--- src/hw/rtl/ahfd_pkg.sv ---
// Package for the ASCII hex frame deframer with CRC-8 check.
// Holds the character codes, result codes, register map and the digit and CRC functions.
// No dependencies.
`default_nettype none

package ahfd_pkg;

	// Counter width default, fixed field width and minimum pair count
	localparam int COUNT_WIDTH_DEF = 16;
	localparam int POS_WIDTH       = 16;
	localparam int MIN_PAIRS       = 4;

	// Configuration port
	localparam int         PADDR_W      = 3;
	localparam int         PDATA_W      = 32;
	localparam logic [0:0] REG_CRC_SEED = 1'b0;

	// Framing characters and digit bases
	localparam logic [7:0] CH_START = 8'h3C;
	localparam logic [7:0] CH_STOP  = 8'h3E;
	localparam logic [7:0] CH_LC_A  = 8'h61;
	localparam logic [7:0] CH_UC_A  = 8'h41;
	localparam logic [7:0] CH_ZERO  = 8'h30;
	localparam logic [7:0] DIGIT_TEN = 8'd10;

	// CRC-8, x^8+x^2+x+1, MSB first
	localparam logic [7:0] CRC_POLY = 8'h07;

	// Flag bits in the flags byte
	localparam int FLAG_FIRST = 0;
	localparam int FLAG_LAST  = 1;

	typedef enum logic [1:0] {
		EV_PAYLOAD   = 2'd0,
		EV_GOOD      = 2'd1,
		EV_CRC_ERR   = 2'd2,
		EV_MALFORMED = 2'd3
	} evt_code_t;

	// Lenient digit mapping; the value wraps in eight bits
	function automatic logic [7:0] digit_value(input logic [7:0] c);
		logic [7:0] v;
		if (c >= CH_LC_A) begin
			v = c - CH_LC_A + DIGIT_TEN;
		end else if (c >= CH_UC_A) begin
			v = c - CH_UC_A + DIGIT_TEN;
		end else if (c >= CH_ZERO) begin
			v = c - CH_ZERO;
		end else begin
			v = '0;
		end
		return v;
	endfunction

	// One byte through the CRC register: eight shift/xor steps, an XOR tree
	function automatic logic [7:0] crc8_byte(input logic [7:0] crc, input logic [7:0] b);
		logic [7:0] v;
		v = crc ^ b;
		for (int i = 0; i < 8; i++) begin
			v = v[7] ? ({v[6:0], 1'b0} ^ CRC_POLY) : {v[6:0], 1'b0};
		end
		return v;
	endfunction

endpackage

`default_nettype wire

--- src/hw/rtl/ahfd_if.sv ---
// Stream interfaces of the deframer: received characters in, result words out.
// Depends on ahfd_pkg.
`default_nettype none

interface ahfd_rx_if;
	logic       valid;
	logic       ready;
	logic [7:0] rx_char;

	modport source (output valid, output rx_char, input ready);
	modport sink   (input valid, input rx_char, output ready);
endinterface

interface ahfd_res_if import ahfd_pkg::*; ();
	logic                 valid;
	logic                 ready;
	logic [1:0]           event_res;
	logic [7:0]           payload_byte;
	logic [POS_WIDTH-1:0] byte_position;
	logic [3:0]           sender_id;
	logic [3:0]           receiver_id;
	logic                 last_frame;
	logic                 first_frame;
	logic [7:0]           frame_index;
	logic [7:0]           crc_received;
	logic [7:0]           crc_computed;

	modport source (output valid, output event_res, output payload_byte, output byte_position,
		output sender_id, output receiver_id, output last_frame, output first_frame,
		output frame_index, output crc_received, output crc_computed, input ready);
	modport sink (input valid, input event_res, input payload_byte, input byte_position,
		input sender_id, input receiver_id, input last_frame, input first_frame,
		input frame_index, input crc_received, input crc_computed, output ready);
endinterface

`default_nettype wire

--- src/hw/rtl/ascii_hex_frame_deframer_crc8.sv ---
// ASCII hex frame deframer with CRC-8 check, top level.
// Depends on ahfd_pkg and the stream interfaces in ahfd_if.
//
// Usage:
//   rx  : one received character per word (valid/ready).
//   res : zero or one result word per character: a payload byte, or the
//         frame verdict (good, CRC error, malformed) when '>' arrives.
//   APB : register 0 at byte address 0 is crc_seed, the CRC start value
//         loaded at each '<'. Write it only while the block is idle.
// Timing: a character's frame state and CRC byte update are worked out in
//   the input register; its result then moves to the result register and
//   is visible on res. One character per cycle is taken unless res stalls;
//   the limit is the single input register feeding the result register.
// Stall: while a result waits on res and res.ready is low, the input register
//   is held and rx.ready drops once it is full; no word is lost or repeated.
// Reset: arst_n clears the frame state, the seed and the valid bits of both
//   registers; the block then waits for '<' and ignores everything else.
`default_nettype none

module ascii_hex_frame_deframer_crc8 import ahfd_pkg::*; #(
	parameter int COUNT_WIDTH = COUNT_WIDTH_DEF
) (
	input  wire logic               clk,
	input  wire logic               arst_n,
	input  wire logic               psel,
	input  wire logic               penable,
	input  wire logic               pwrite,
	input  wire logic [PADDR_W-1:0] paddr,
	input  wire logic [PDATA_W-1:0] pwdata,
	output logic      [PDATA_W-1:0] prdata,
	output logic                    pready,
	ahfd_rx_if.sink                 rx,
	ahfd_res_if.source              res
);

	localparam logic [COUNT_WIDTH-1:0] CNT_MIN = COUNT_WIDTH'(MIN_PAIRS);
	localparam logic [COUNT_WIDTH-1:0] CNT_ONE = COUNT_WIDTH'(1);
	localparam logic [COUNT_WIDTH-1:0] CNT_TWO = COUNT_WIDTH'(2);

	// Configuration register
	logic [7:0] crc_seed_q;

	always_ff @(posedge clk or negedge arst_n) begin
		if (!arst_n) begin
			crc_seed_q <= '0;
		end else if (psel && penable && pwrite && pready
				&& paddr[PADDR_W-1] == REG_CRC_SEED) begin
			crc_seed_q <= pwdata[7:0];
		end
	end

	assign pready = 1'b1;
	assign prdata = (paddr[PADDR_W-1] == REG_CRC_SEED) ?
		{{(PDATA_W-8){1'b0}}, crc_seed_q} : '0;

	// Pipeline control
	logic       valid_s1;
	logic [7:0] char_s1;
	logic       out_valid_q;
	logic       adv;
	logic       proc;

	assign adv      = !out_valid_q || res.ready;
	assign proc     = valid_s1 && adv;
	assign rx.ready = !valid_s1 || adv;

	always_ff @(posedge clk or negedge arst_n) begin
		if (!arst_n) begin
			valid_s1 <= 1'b0;
		end else if (rx.valid && rx.ready) begin
			valid_s1 <= 1'b1;
		end else if (adv) begin
			valid_s1 <= 1'b0;
		end
	end

	always_ff @(posedge clk) begin
		if (rx.valid && rx.ready) begin
			char_s1 <= rx.rx_char;
		end
	end

	// Frame state
	logic                   in_frame_q, nxt_in_frame;
	logic                   second_q, nxt_second;
	logic [3:0]             high_q, nxt_high;
	logic                   pend_valid_q, nxt_pend_valid;
	logic [7:0]             pend_byte_q, nxt_pend_byte;
	logic [COUNT_WIDTH-1:0] pair_cnt_q, nxt_pair_cnt;
	logic [7:0]             crc_q, nxt_crc;
	logic [7:0]             addr_q, nxt_addr;
	logic [1:0]             flags_q, nxt_flags;
	logic [7:0]             index_q, nxt_index;

	// Payload offset, saturated to the field width
	logic [COUNT_WIDTH-1:0] pos_diff;
	logic [POS_WIDTH-1:0]   pos_sat;

	assign pos_diff = pair_cnt_q - CNT_MIN;

	generate
		if (COUNT_WIDTH > POS_WIDTH) begin : g_pos_wide
			assign pos_sat = (|pos_diff[COUNT_WIDTH-1:POS_WIDTH]) ? '1 : pos_diff[POS_WIDTH-1:0];
		end else begin : g_pos_narrow
			assign pos_sat = POS_WIDTH'(pos_diff);
		end
	endgenerate

	// Result of the character in the input register
	logic                 r_valid;
	evt_code_t            r_evt;
	logic [7:0]           r_pay;
	logic [POS_WIDTH-1:0] r_pos;
	logic [7:0]           r_crc_rx;
	logic [7:0]           r_crc_calc;
	logic [7:0]           dig;
	logic [7:0]           byte_val;
	logic                 cnt_ge_min;

	always_comb begin
		dig        = digit_value(char_s1);
		byte_val   = {high_q, 4'b0000} | dig;
		cnt_ge_min = pair_cnt_q >= CNT_MIN;

		nxt_in_frame   = in_frame_q;
		nxt_second     = second_q;
		nxt_high       = high_q;
		nxt_pend_valid = pend_valid_q;
		nxt_pend_byte  = pend_byte_q;
		nxt_pair_cnt   = pair_cnt_q;
		nxt_crc        = crc_q;
		nxt_addr       = addr_q;
		nxt_flags      = flags_q;
		nxt_index      = index_q;

		r_valid    = 1'b0;
		r_evt      = EV_PAYLOAD;
		r_pay      = '0;
		r_pos      = '0;
		r_crc_rx   = '0;
		r_crc_calc = '0;

		priority if (char_s1 == CH_START) begin
			// new frame, drops any open one
			nxt_in_frame   = 1'b1;
			nxt_second     = 1'b0;
			nxt_high       = '0;
			nxt_pend_valid = 1'b0;
			nxt_pend_byte  = '0;
			nxt_pair_cnt   = '0;
			nxt_crc        = crc_seed_q;
			nxt_addr       = '0;
			nxt_flags      = '0;
			nxt_index      = '0;
		end else if (!in_frame_q) begin
			// outside a frame: ignored
		end else if (char_s1 == CH_STOP) begin
			// frame verdict
			r_valid = 1'b1;
			if (second_q || !cnt_ge_min) begin
				r_evt = EV_MALFORMED;
			end else begin
				r_evt      = (pend_byte_q == crc_q) ? EV_GOOD : EV_CRC_ERR;
				r_pos      = pos_sat;
				r_crc_rx   = pend_byte_q;
				r_crc_calc = crc_q;
			end
			nxt_in_frame = 1'b0;
			nxt_second   = 1'b0;
		end else if (!second_q) begin
			nxt_high   = dig[3:0];
			nxt_second = 1'b1;
		end else begin
			// pair complete: release the held byte, keep this one back
			nxt_second = 1'b0;
			if (pend_valid_q) begin
				nxt_crc = crc8_byte(crc_q, pend_byte_q);
				if (cnt_ge_min) begin
					r_valid = 1'b1;
					r_pay   = pend_byte_q;
					r_pos   = pos_sat;
				end
			end
			priority if (pair_cnt_q == '0) begin
				nxt_addr = {high_q, dig[3:0]};
			end else if (pair_cnt_q == CNT_ONE) begin
				nxt_flags = byte_val[1:0];
			end else if (pair_cnt_q == CNT_TWO) begin
				nxt_index = byte_val;
			end else begin
				// payload or CRC pair
			end
			nxt_pend_byte  = byte_val;
			nxt_pend_valid = 1'b1;
			if (pair_cnt_q != '1) begin
				nxt_pair_cnt = pair_cnt_q + CNT_ONE;
			end
		end
	end

	always_ff @(posedge clk or negedge arst_n) begin
		if (!arst_n) begin
			in_frame_q   <= 1'b0;
			second_q     <= 1'b0;
			high_q       <= '0;
			pend_valid_q <= 1'b0;
			pend_byte_q  <= '0;
			pair_cnt_q   <= '0;
			crc_q        <= '0;
			addr_q       <= '0;
			flags_q      <= '0;
			index_q      <= '0;
		end else if (proc) begin
			in_frame_q   <= nxt_in_frame;
			second_q     <= nxt_second;
			high_q       <= nxt_high;
			pend_valid_q <= nxt_pend_valid;
			pend_byte_q  <= nxt_pend_byte;
			pair_cnt_q   <= nxt_pair_cnt;
			crc_q        <= nxt_crc;
			addr_q       <= nxt_addr;
			flags_q      <= nxt_flags;
			index_q      <= nxt_index;
		end
	end

	// Result register
	evt_code_t            evt_q;
	logic [7:0]           pay_q;
	logic [POS_WIDTH-1:0] pos_q;
	logic [7:0]           addr_out_q;
	logic [1:0]           flags_out_q;
	logic [7:0]           index_out_q;
	logic [7:0]           crc_rx_q;
	logic [7:0]           crc_calc_q;

	always_ff @(posedge clk or negedge arst_n) begin
		if (!arst_n) begin
			out_valid_q <= 1'b0;
		end else if (adv) begin
			out_valid_q <= valid_s1 && r_valid;
		end
	end

	always_ff @(posedge clk) begin
		if (proc && r_valid) begin
			evt_q       <= r_evt;
			pay_q       <= r_pay;
			pos_q       <= r_pos;
			addr_out_q  <= addr_q;
			flags_out_q <= flags_q;
			index_out_q <= index_q;
			crc_rx_q    <= r_crc_rx;
			crc_calc_q  <= r_crc_calc;
		end
	end

	assign res.valid         = out_valid_q;
	assign res.event_res     = evt_q;
	assign res.payload_byte  = pay_q;
	assign res.byte_position = pos_q;
	assign res.sender_id     = addr_out_q[7:4];
	assign res.receiver_id   = addr_out_q[3:0];
	assign res.last_frame    = flags_out_q[FLAG_LAST];
	assign res.first_frame   = flags_out_q[FLAG_FIRST];
	assign res.frame_index   = index_out_q;
	assign res.crc_received  = crc_rx_q;
	assign res.crc_computed  = crc_calc_q;

	// Checks
	a_digit_in_frame: assert property (@(posedge clk) disable iff (!arst_n)
		second_q |-> in_frame_q)
		else $error("half pair held outside a frame");

	a_pending_counted: assert property (@(posedge clk) disable iff (!arst_n)
		pend_valid_q |-> (pair_cnt_q != '0))
		else $error("held byte without a counted pair");

	a_stall_only_on_backpressure: assert property (@(posedge clk) disable iff (!arst_n)
		!rx.ready |-> (valid_s1 && out_valid_q && !res.ready))
		else $error("input stalled without a blocked result");

	a_result_from_stage: assert property (@(posedge clk) disable iff (!arst_n)
		($rose(out_valid_q)) |-> $past(valid_s1))
		else $error("result word without a character behind it");

endmodule

`default_nettype wire
--- src/flat_wrapper.sv ---
// flat-port wrapper written by rule: the top's interface ports become plain ports
module ascii_hex_frame_deframer_crc8_flat import ahfd_pkg::*;
#(
	parameter int COUNT_WIDTH = COUNT_WIDTH_DEF
)
  (clk, arst_n, psel, penable, pwrite, paddr, pwdata, prdata, pready, rx_valid, rx_rx_char, rx_ready, res_valid, res_event_res, res_payload_byte, res_byte_position, res_sender_id, res_receiver_id, res_last_frame, res_first_frame, res_frame_index, res_crc_received, res_crc_computed, res_ready);
  ahfd_rx_if rx_i ();
  ahfd_res_if res_i ();
  input  wire logic clk;
  input  wire logic arst_n;
  input  wire logic psel;
  input  wire logic penable;
  input  wire logic pwrite;
  input  wire logic [PADDR_W-1:0] paddr;
  input  wire logic [PDATA_W-1:0] pwdata;
  output logic      [PDATA_W-1:0] prdata;
  output logic pready;
  input wire logic [$bits(rx_i.valid)-1:0] rx_valid;
  input wire logic [$bits(rx_i.rx_char)-1:0] rx_rx_char;
  output wire logic [$bits(rx_i.ready)-1:0] rx_ready;
  output wire logic [$bits(res_i.valid)-1:0] res_valid;
  output wire logic [$bits(res_i.event_res)-1:0] res_event_res;
  output wire logic [$bits(res_i.payload_byte)-1:0] res_payload_byte;
  output wire logic [$bits(res_i.byte_position)-1:0] res_byte_position;
  output wire logic [$bits(res_i.sender_id)-1:0] res_sender_id;
  output wire logic [$bits(res_i.receiver_id)-1:0] res_receiver_id;
  output wire logic [$bits(res_i.last_frame)-1:0] res_last_frame;
  output wire logic [$bits(res_i.first_frame)-1:0] res_first_frame;
  output wire logic [$bits(res_i.frame_index)-1:0] res_frame_index;
  output wire logic [$bits(res_i.crc_received)-1:0] res_crc_received;
  output wire logic [$bits(res_i.crc_computed)-1:0] res_crc_computed;
  input wire logic [$bits(res_i.ready)-1:0] res_ready;
  assign rx_i.valid = rx_valid;
  assign rx_i.rx_char = rx_rx_char;
  assign rx_ready = rx_i.ready;
  assign res_valid = res_i.valid;
  assign res_event_res = res_i.event_res;
  assign res_payload_byte = res_i.payload_byte;
  assign res_byte_position = res_i.byte_position;
  assign res_sender_id = res_i.sender_id;
  assign res_receiver_id = res_i.receiver_id;
  assign res_last_frame = res_i.last_frame;
  assign res_first_frame = res_i.first_frame;
  assign res_frame_index = res_i.frame_index;
  assign res_crc_received = res_i.crc_received;
  assign res_crc_computed = res_i.crc_computed;
  assign res_i.ready = res_ready;
  ascii_hex_frame_deframer_crc8 #(.COUNT_WIDTH(COUNT_WIDTH)) u_core (.clk(clk), .arst_n(arst_n), .psel(psel), .penable(penable), .pwrite(pwrite), .paddr(paddr), .pwdata(pwdata), .prdata(prdata), .pready(pready), .rx(rx_i), .res(res_i));
endmodule
--- config.mk ---
export PLATFORM = sky130hd
export DESIGN_NAME = ascii_hex_frame_deframer_crc8_flat
export DESIGN_NICKNAME = d
export VERILOG_FILES = /design/src/hw/rtl/ahfd_pkg.sv /design/src/hw/rtl/ahfd_if.sv /design/src/hw/rtl/ascii_hex_frame_deframer_crc8.sv /design/src/flat_wrapper.sv
export SDC_FILE = /design/constraint.sdc
export NUM_CORES = 1
export LEC_CHECK = 0
export BUFFER_PORTS_ARGS = -buffer_cell sky130_fd_sc_hd__buf_2
export CAP_MARGIN = 30
export CORE_ASPECT_RATIO = 1.75
export CORE_UTILIZATION = 50
export CTS_BUF_LIST = sky130_fd_sc_hd__clkbuf_4
export DETAILED_ROUTE_END_ITERATION = 10
export GPL_ROUTABILITY_DRIVEN = 0
export PLACE_DENSITY = 0.73
export RECOVER_POWER = 50
export SYNTH_ARGS = -nofsm -noshare
export SYNTH_HDL_FRONTEND = slang
export SYNTH_SLANG_ARGS = --single-unit
--- constraint.sdc ---
create_clock -name clk -period 3.6 [get_ports clk]
set_input_delay 0.18 -clock clk [delete_from_list [all_inputs] [get_ports clk]]
set_output_delay 0.18 -clock clk [all_outputs]
set_load 0.005 [all_outputs]
### Word-level counts from Yosys, hierarchy flattened

Cells that the tools add are included.

* muxes and demuxes: 74
* equality and inequality tests: 10
* $add $sub $neg: 7
* reductions and logical operators: 34
* bitwise logic cells: 16
* $lt $le $gt $ge: 4

Operator list (number)
* $mux 8: 25
* $mux 16: 10
* $mux 3: 8
* $not 3->3: 8
* $mux 1: 19
* $add 16x1->16 const B: 1
* $add 8x4->8 const B: 2
* $eq 16x1->1 const B: 1
* $eq 16x2->1 const B: 1
* $eq 8x6->1 const B: 2
* $ge 16x3->1 const B: 1
* $ge 8x7->1 const B: 2
* $logic_not 16->1: 1
* $mux 2: 8
* $mux 4: 4
* $ne 16x16->1 const B: 1
* $reduce_bool 2->1: 8
* $sub 16x3->16 const B: 1
* $sub 8x7->8 const B: 2
* $reduce_and 5->1: 3
* $eq 8x8->1: 1
* $ge 8x6->1 const B: 1
* $or 8x8->8: 1
* $reduce_and 4->1: 2
* 15 further kinds: 32

* output and inout bits: 95
* input bits: 50
* register bits: 135
* logic and storage cells: 167

### Depth between registers and ports, before layout

* depth in word-level cells: 22
* gate-level depth with buffers: 10
* depth with buffers taken out: 8

### Worst setup path after synthesis

OpenSTA, ideal clock, no wires.

* path type: reg2reg
* from: register u_core.pair_cnt_q[2]
* to: register u_core.out_valid_q, in the netlist u_core.res.valid
* clock period less this slack: 2620 ps
* path buffers: 1
* data arrival time: 2496 ps
* setup time: 124 ps
* stages on the path, launching flop included: 10
* data required time: 3476 ps
* slack: 980 ps
* cell sequence: dfrtp_1 > clkbuf_1 > inv_1 > ha_1 > or4b_1 > nor4_4 > a21boi_4 > o21ai_1 > and4_4 > or2_1

* longest elaborated chain between the ends: 8

Ends and longest elaborated chain
* start: declaration: line ascii_hex_frame_deframer_crc8.sv:89 `logic [COUNT_WIDTH-1:0] pair_cnt_q, nxt_pair_cnt;`
* start signal: assignment: line ascii_hex_frame_deframer_crc8.sv:219 `pair_cnt_q <= nxt_pair_cnt;`
* $ge 16x3->1: line ascii_hex_frame_deframer_crc8.sv:123 `cnt_ge_min = pair_cnt_q >= CNT_MIN;`
* $mux 1: line ascii_hex_frame_deframer_crc8.sv:178 `if (cnt_ge_min) begin`
* $mux 1: line ascii_hex_frame_deframer_crc8.sv:176 `if (pend_valid_q) begin`
* $mux 1: line ascii_hex_frame_deframer_crc8.sv:170 `end else if (!second_q) begin`
* $mux 1: line ascii_hex_frame_deframer_crc8.sv:157 `end else if (char_s1 == CH_STOP) begin`
* $mux 1: line ascii_hex_frame_deframer_crc8.sv:155 `end else if (!in_frame_q) begin`
* $mux 1: line ascii_hex_frame_deframer_crc8.sv:143 `priority if (char_s1 == CH_START) begin`
* $logic_and 1x1->1: line ascii_hex_frame_deframer_crc8.sv:241 `out_valid_q <= valid_s1 && r_valid;`
* end signal: assignment: line ascii_hex_frame_deframer_crc8.sv:241
* end: declaration: line ascii_hex_frame_deframer_crc8.sv:59 `logic out_valid_q;`

No other way between the ends.
A chain may end at the register's enable or synchronous reset.

### Final worst setup path

Ends and elaborated chain as after synthesis.

==> summary.md <==
| Metric | Value |
|---|---|
| Outcome | finished, final reports clean |
| Global route overflow | 0 |
| Req. time, crit path | 4.02 ns |
| Most frequent cells after synthesis | 68 x edfxtp_1, 67 x dfrtp_1, 50 x nor2_1, 48 x nand2_1, 39 x xnor2_1 |
| Reg clk slew, reported paths | 0.13 ns |
| First-pass GRT wire length | 22,000 µm |
| Max-cap violations | 0 |
| Hold Violations, Final | 0 |
| Async SR Flop Fraction | 0.496 |
| Reg-to-Reg End | u_core.res.valid |
| Worst-path fanout max | 61 |
| CORE AREA | 0.0129 mm² |
| Syn_area_per_cell | 11.3 µm² |
| Num CTS Buffers | 17 |
| Drt pass-1 iters | 5 |
| R2R Setup Slk | 0.55 ns |
| Sink Count | 135 |
| CTS tree | done |
| Avg Vias per Cell | 5.31 |
| Ys Warns | 0 |
| Startpoint types | flip-flop |
| Io pins | 145 |
| Fraction of layout cells with a size suffix above 1 | 0.169 |
| # DRC | 0 |
| Synth Instances | 586 |
| Post-Syn Area | 0.00663 mm² |
| Clk_skew | 0.0165 ns |
| Die Y | 154 µm |
| Static leakage | 3.36 nW |
| Post-CTS Resized | 0 |
| Fin crit period | 3.05 ns |
| Register-to-Register Path Depth | 8 |
| CP Class | reg -> reg |
| Initial DRC Count | 340 |
| Dominant synthesized flop cell | edfxtp_1 |
| Worst min path class | in -> reg |
| Worst slew margin | 0.130 |
| Flops & latches, synth | 135 |
| Max Freq | 0.328 GHz |
| Port bufs | 93 |
| Worst vdd ir | 0.000207 V |
| Final #Nets | 758 |
| CTS root buffer | clkbuf_4 |
| Hpwl dp | 9940 µm |
| Post-synth EDFFs | 68 |
| Die X-Extent | 89.1 µm |
| Largest area contributor in the synthesized netlist | edfxtp_1 |
| Setup TNS | 0 ns |
| Slew @ Worst Pin | 1.30 ns |
| Setup violations, final | 0 |
| H-tree level count | 4 |
| Worst r2r src | u_core.pair_cnt_q[2] |
| Min-delay src | res_ready |
| Initial Util | 0.513 |
| Hold depth | 4 |
| Initial antenna violation count | 1 |
| DRT antenna net count | 0 |
| Non-filler instance count after layout | 875 |
| CTS Buffer Depth | 2 |
| Share of the synthesized area in the top cell type | 0.308 |
| Vias in the first global route | 4,476 |
| Library cells used by synthesis | 65 |
| Row Count | 55 |
| Largest cells by area after synthesis | edfxtp_1 31%, dfrtp_1 25%, xnor2_1 5.2% |
| Inst Count DP | 822 |
| WL/cell | 15.8 µm |
| Worst Setup End Kind | flip-flop |
| Area grow syn2layout | 14.0% |
| Drt total wl | 13,900 µm |
| Seq/Total Area, Yosys | 0.561 |
| Pwr Density | 539 mW/mm² |
| Critical Path AT | 3.47 ns |
| Top-count cell post-synth | edfxtp_1 |
| RSZ-0062 raised after global routing | no |
| Overall Global Routing Usage | 0.214 |
| Final hold slack | 0.0310 ns |
| Hold endpoint | u_core.valid_s1 |
| Final period util | 0.846 |
| Max-slew violations | 0 |
| Die area | 0.0137 mm² |
| Largest net degree at the start of global routing | 62 |
| Clk Latency, worst-skew pair | 0.53 ns |
| Vias | 4,646 |
-- final cells by class --
type                       instances  area [µm²]
tap                              171         214
clock buffer                      17         128
inverter                          14        52.6
fill                            1142        5380
clock inverter                    15         158
multi-input combinational        405        2630
antenna                            1        2.50
sequential                       135        3720
timing repair buffer             117         654
-- cell usage in the layout (no fill, tap or decap), drive strengths merged, types with 5 or more instances in the layout --
cell / n
inv: 23
xor2: 8
or3: 6
nor2: 50
xnor2: 39
nor3: 10
and2: 27
nor4b: 6
edfxtp: 68
dfrtp: 67
nand2: 48
nand3: 11
conb: 25
o21ai: 31
nand4: 5
a31oi: 5
dlygate4sd3: 19
nor4: 10
clkbuf: 60
mux2: 15
or2: 5
ha: 18
buf: 55
nor2b: 9
a21oi: 20
a22o: 8
-- power breakdown --
group,switching (mW),total (mW),internal [mW]
sequential,0.204,1.97,1.77
clock,0.607,0.979,0.372
combinational,0.594,1.12,0.527
total,1.41,4.07,2.67
-- worst max-delay path, stage by stage (launching register included) --
cell      delay (ns)
dfrtp_1         0.53
inv_1           0.12
ha_1            0.29
or4b_1          0.51
nor4_4          0.31
a21boi_4        0.34
o21ai_1         0.12
and4_4          0.41
or2_1           0.31
-- routing by layer --
layer	GRT usage	wire length (µm)	vias to the layer above
li1	-	-	2212
met1	0.220	5030	2254
met2	0.395	7730	143
met3	0.0464	522	37
met4	0.107	580	0
met5	0	0	-
-- cells by family after synthesis --
group / after synthesis / synth area share
AO/OA/AOI/OAI: 86 / 0.0823
XOR/XNOR: 47 / 0.0621
adder cells (fa/ha/maj): 18 / 0.0340
buffers and inverters: 69 / 0.0566
flip-flops: 135 / 0.561
multiplexers: 18 / 0.0300
other: 2 / 0.00113
AND/OR/NAND/NOR: 211 / 0.173
-- sequential cells by signal (all words and copies together), names as in the netlist, 2 cells and up --
name	flops
u_core.res.crc_computed	8
u_core.flags_q	2
u_core.addr_out_q	8
u_core.res.payload_byte	8
u_core.char_s1	8
u_core.res.frame_index	8
u_core.crc_seed_q	8
u_core.crc_q	8
u_core.flags_out_q	2
u_core.high_q	4
u_core.res.crc_received	8
u_core.index_q	8
u_core.addr_q	8
u_core.pair_cnt_q	16
u_core.res.byte_position	16
u_core.pend_byte_q	8
u_core.res.event_res	2
-- through the flow --
stage               instance area, µm²  utilization  worst slack (ns)  total power, mW
global placement                  7100        0.549             0.523             3.05
finish                            7560        0.584             0.555             4.07
global route                      7560        0.584             0.371             4.32
floorplan                         6720            -             0.980             2.82
CTS                               7580        0.586             0.565             4.09
detailed placement                7120        0.550             0.607             3.09
-- worst max path at each step --
stage / startpoint / to / slack [ns] / cells past startpoint
after floorplan: u_core.pair_cnt_q[2] / u_core.res.valid / 0.98 / 9
after global placement: u_core.char_s1[4] / u_core.addr_q[3] / 0.52 / 7
after detailed placement: u_core.pair_cnt_q[2] / u_core.res.valid / 0.61 / 8
after CTS: u_core.pair_cnt_q[2] / u_core.res.valid / 0.56 / 8
after global routing: u_core.pair_cnt_q[2] / u_core.res.valid / 0.37 / 8
final: u_core.pair_cnt_q[2] / u_core.res.valid / 0.55 / 8
-- repair_timing --
item	CTS	global route
setup buffers	0	0
hold buffers	18	1
endpoints found under the hold margin	60	3
Power figures use the tool's default switching activity.
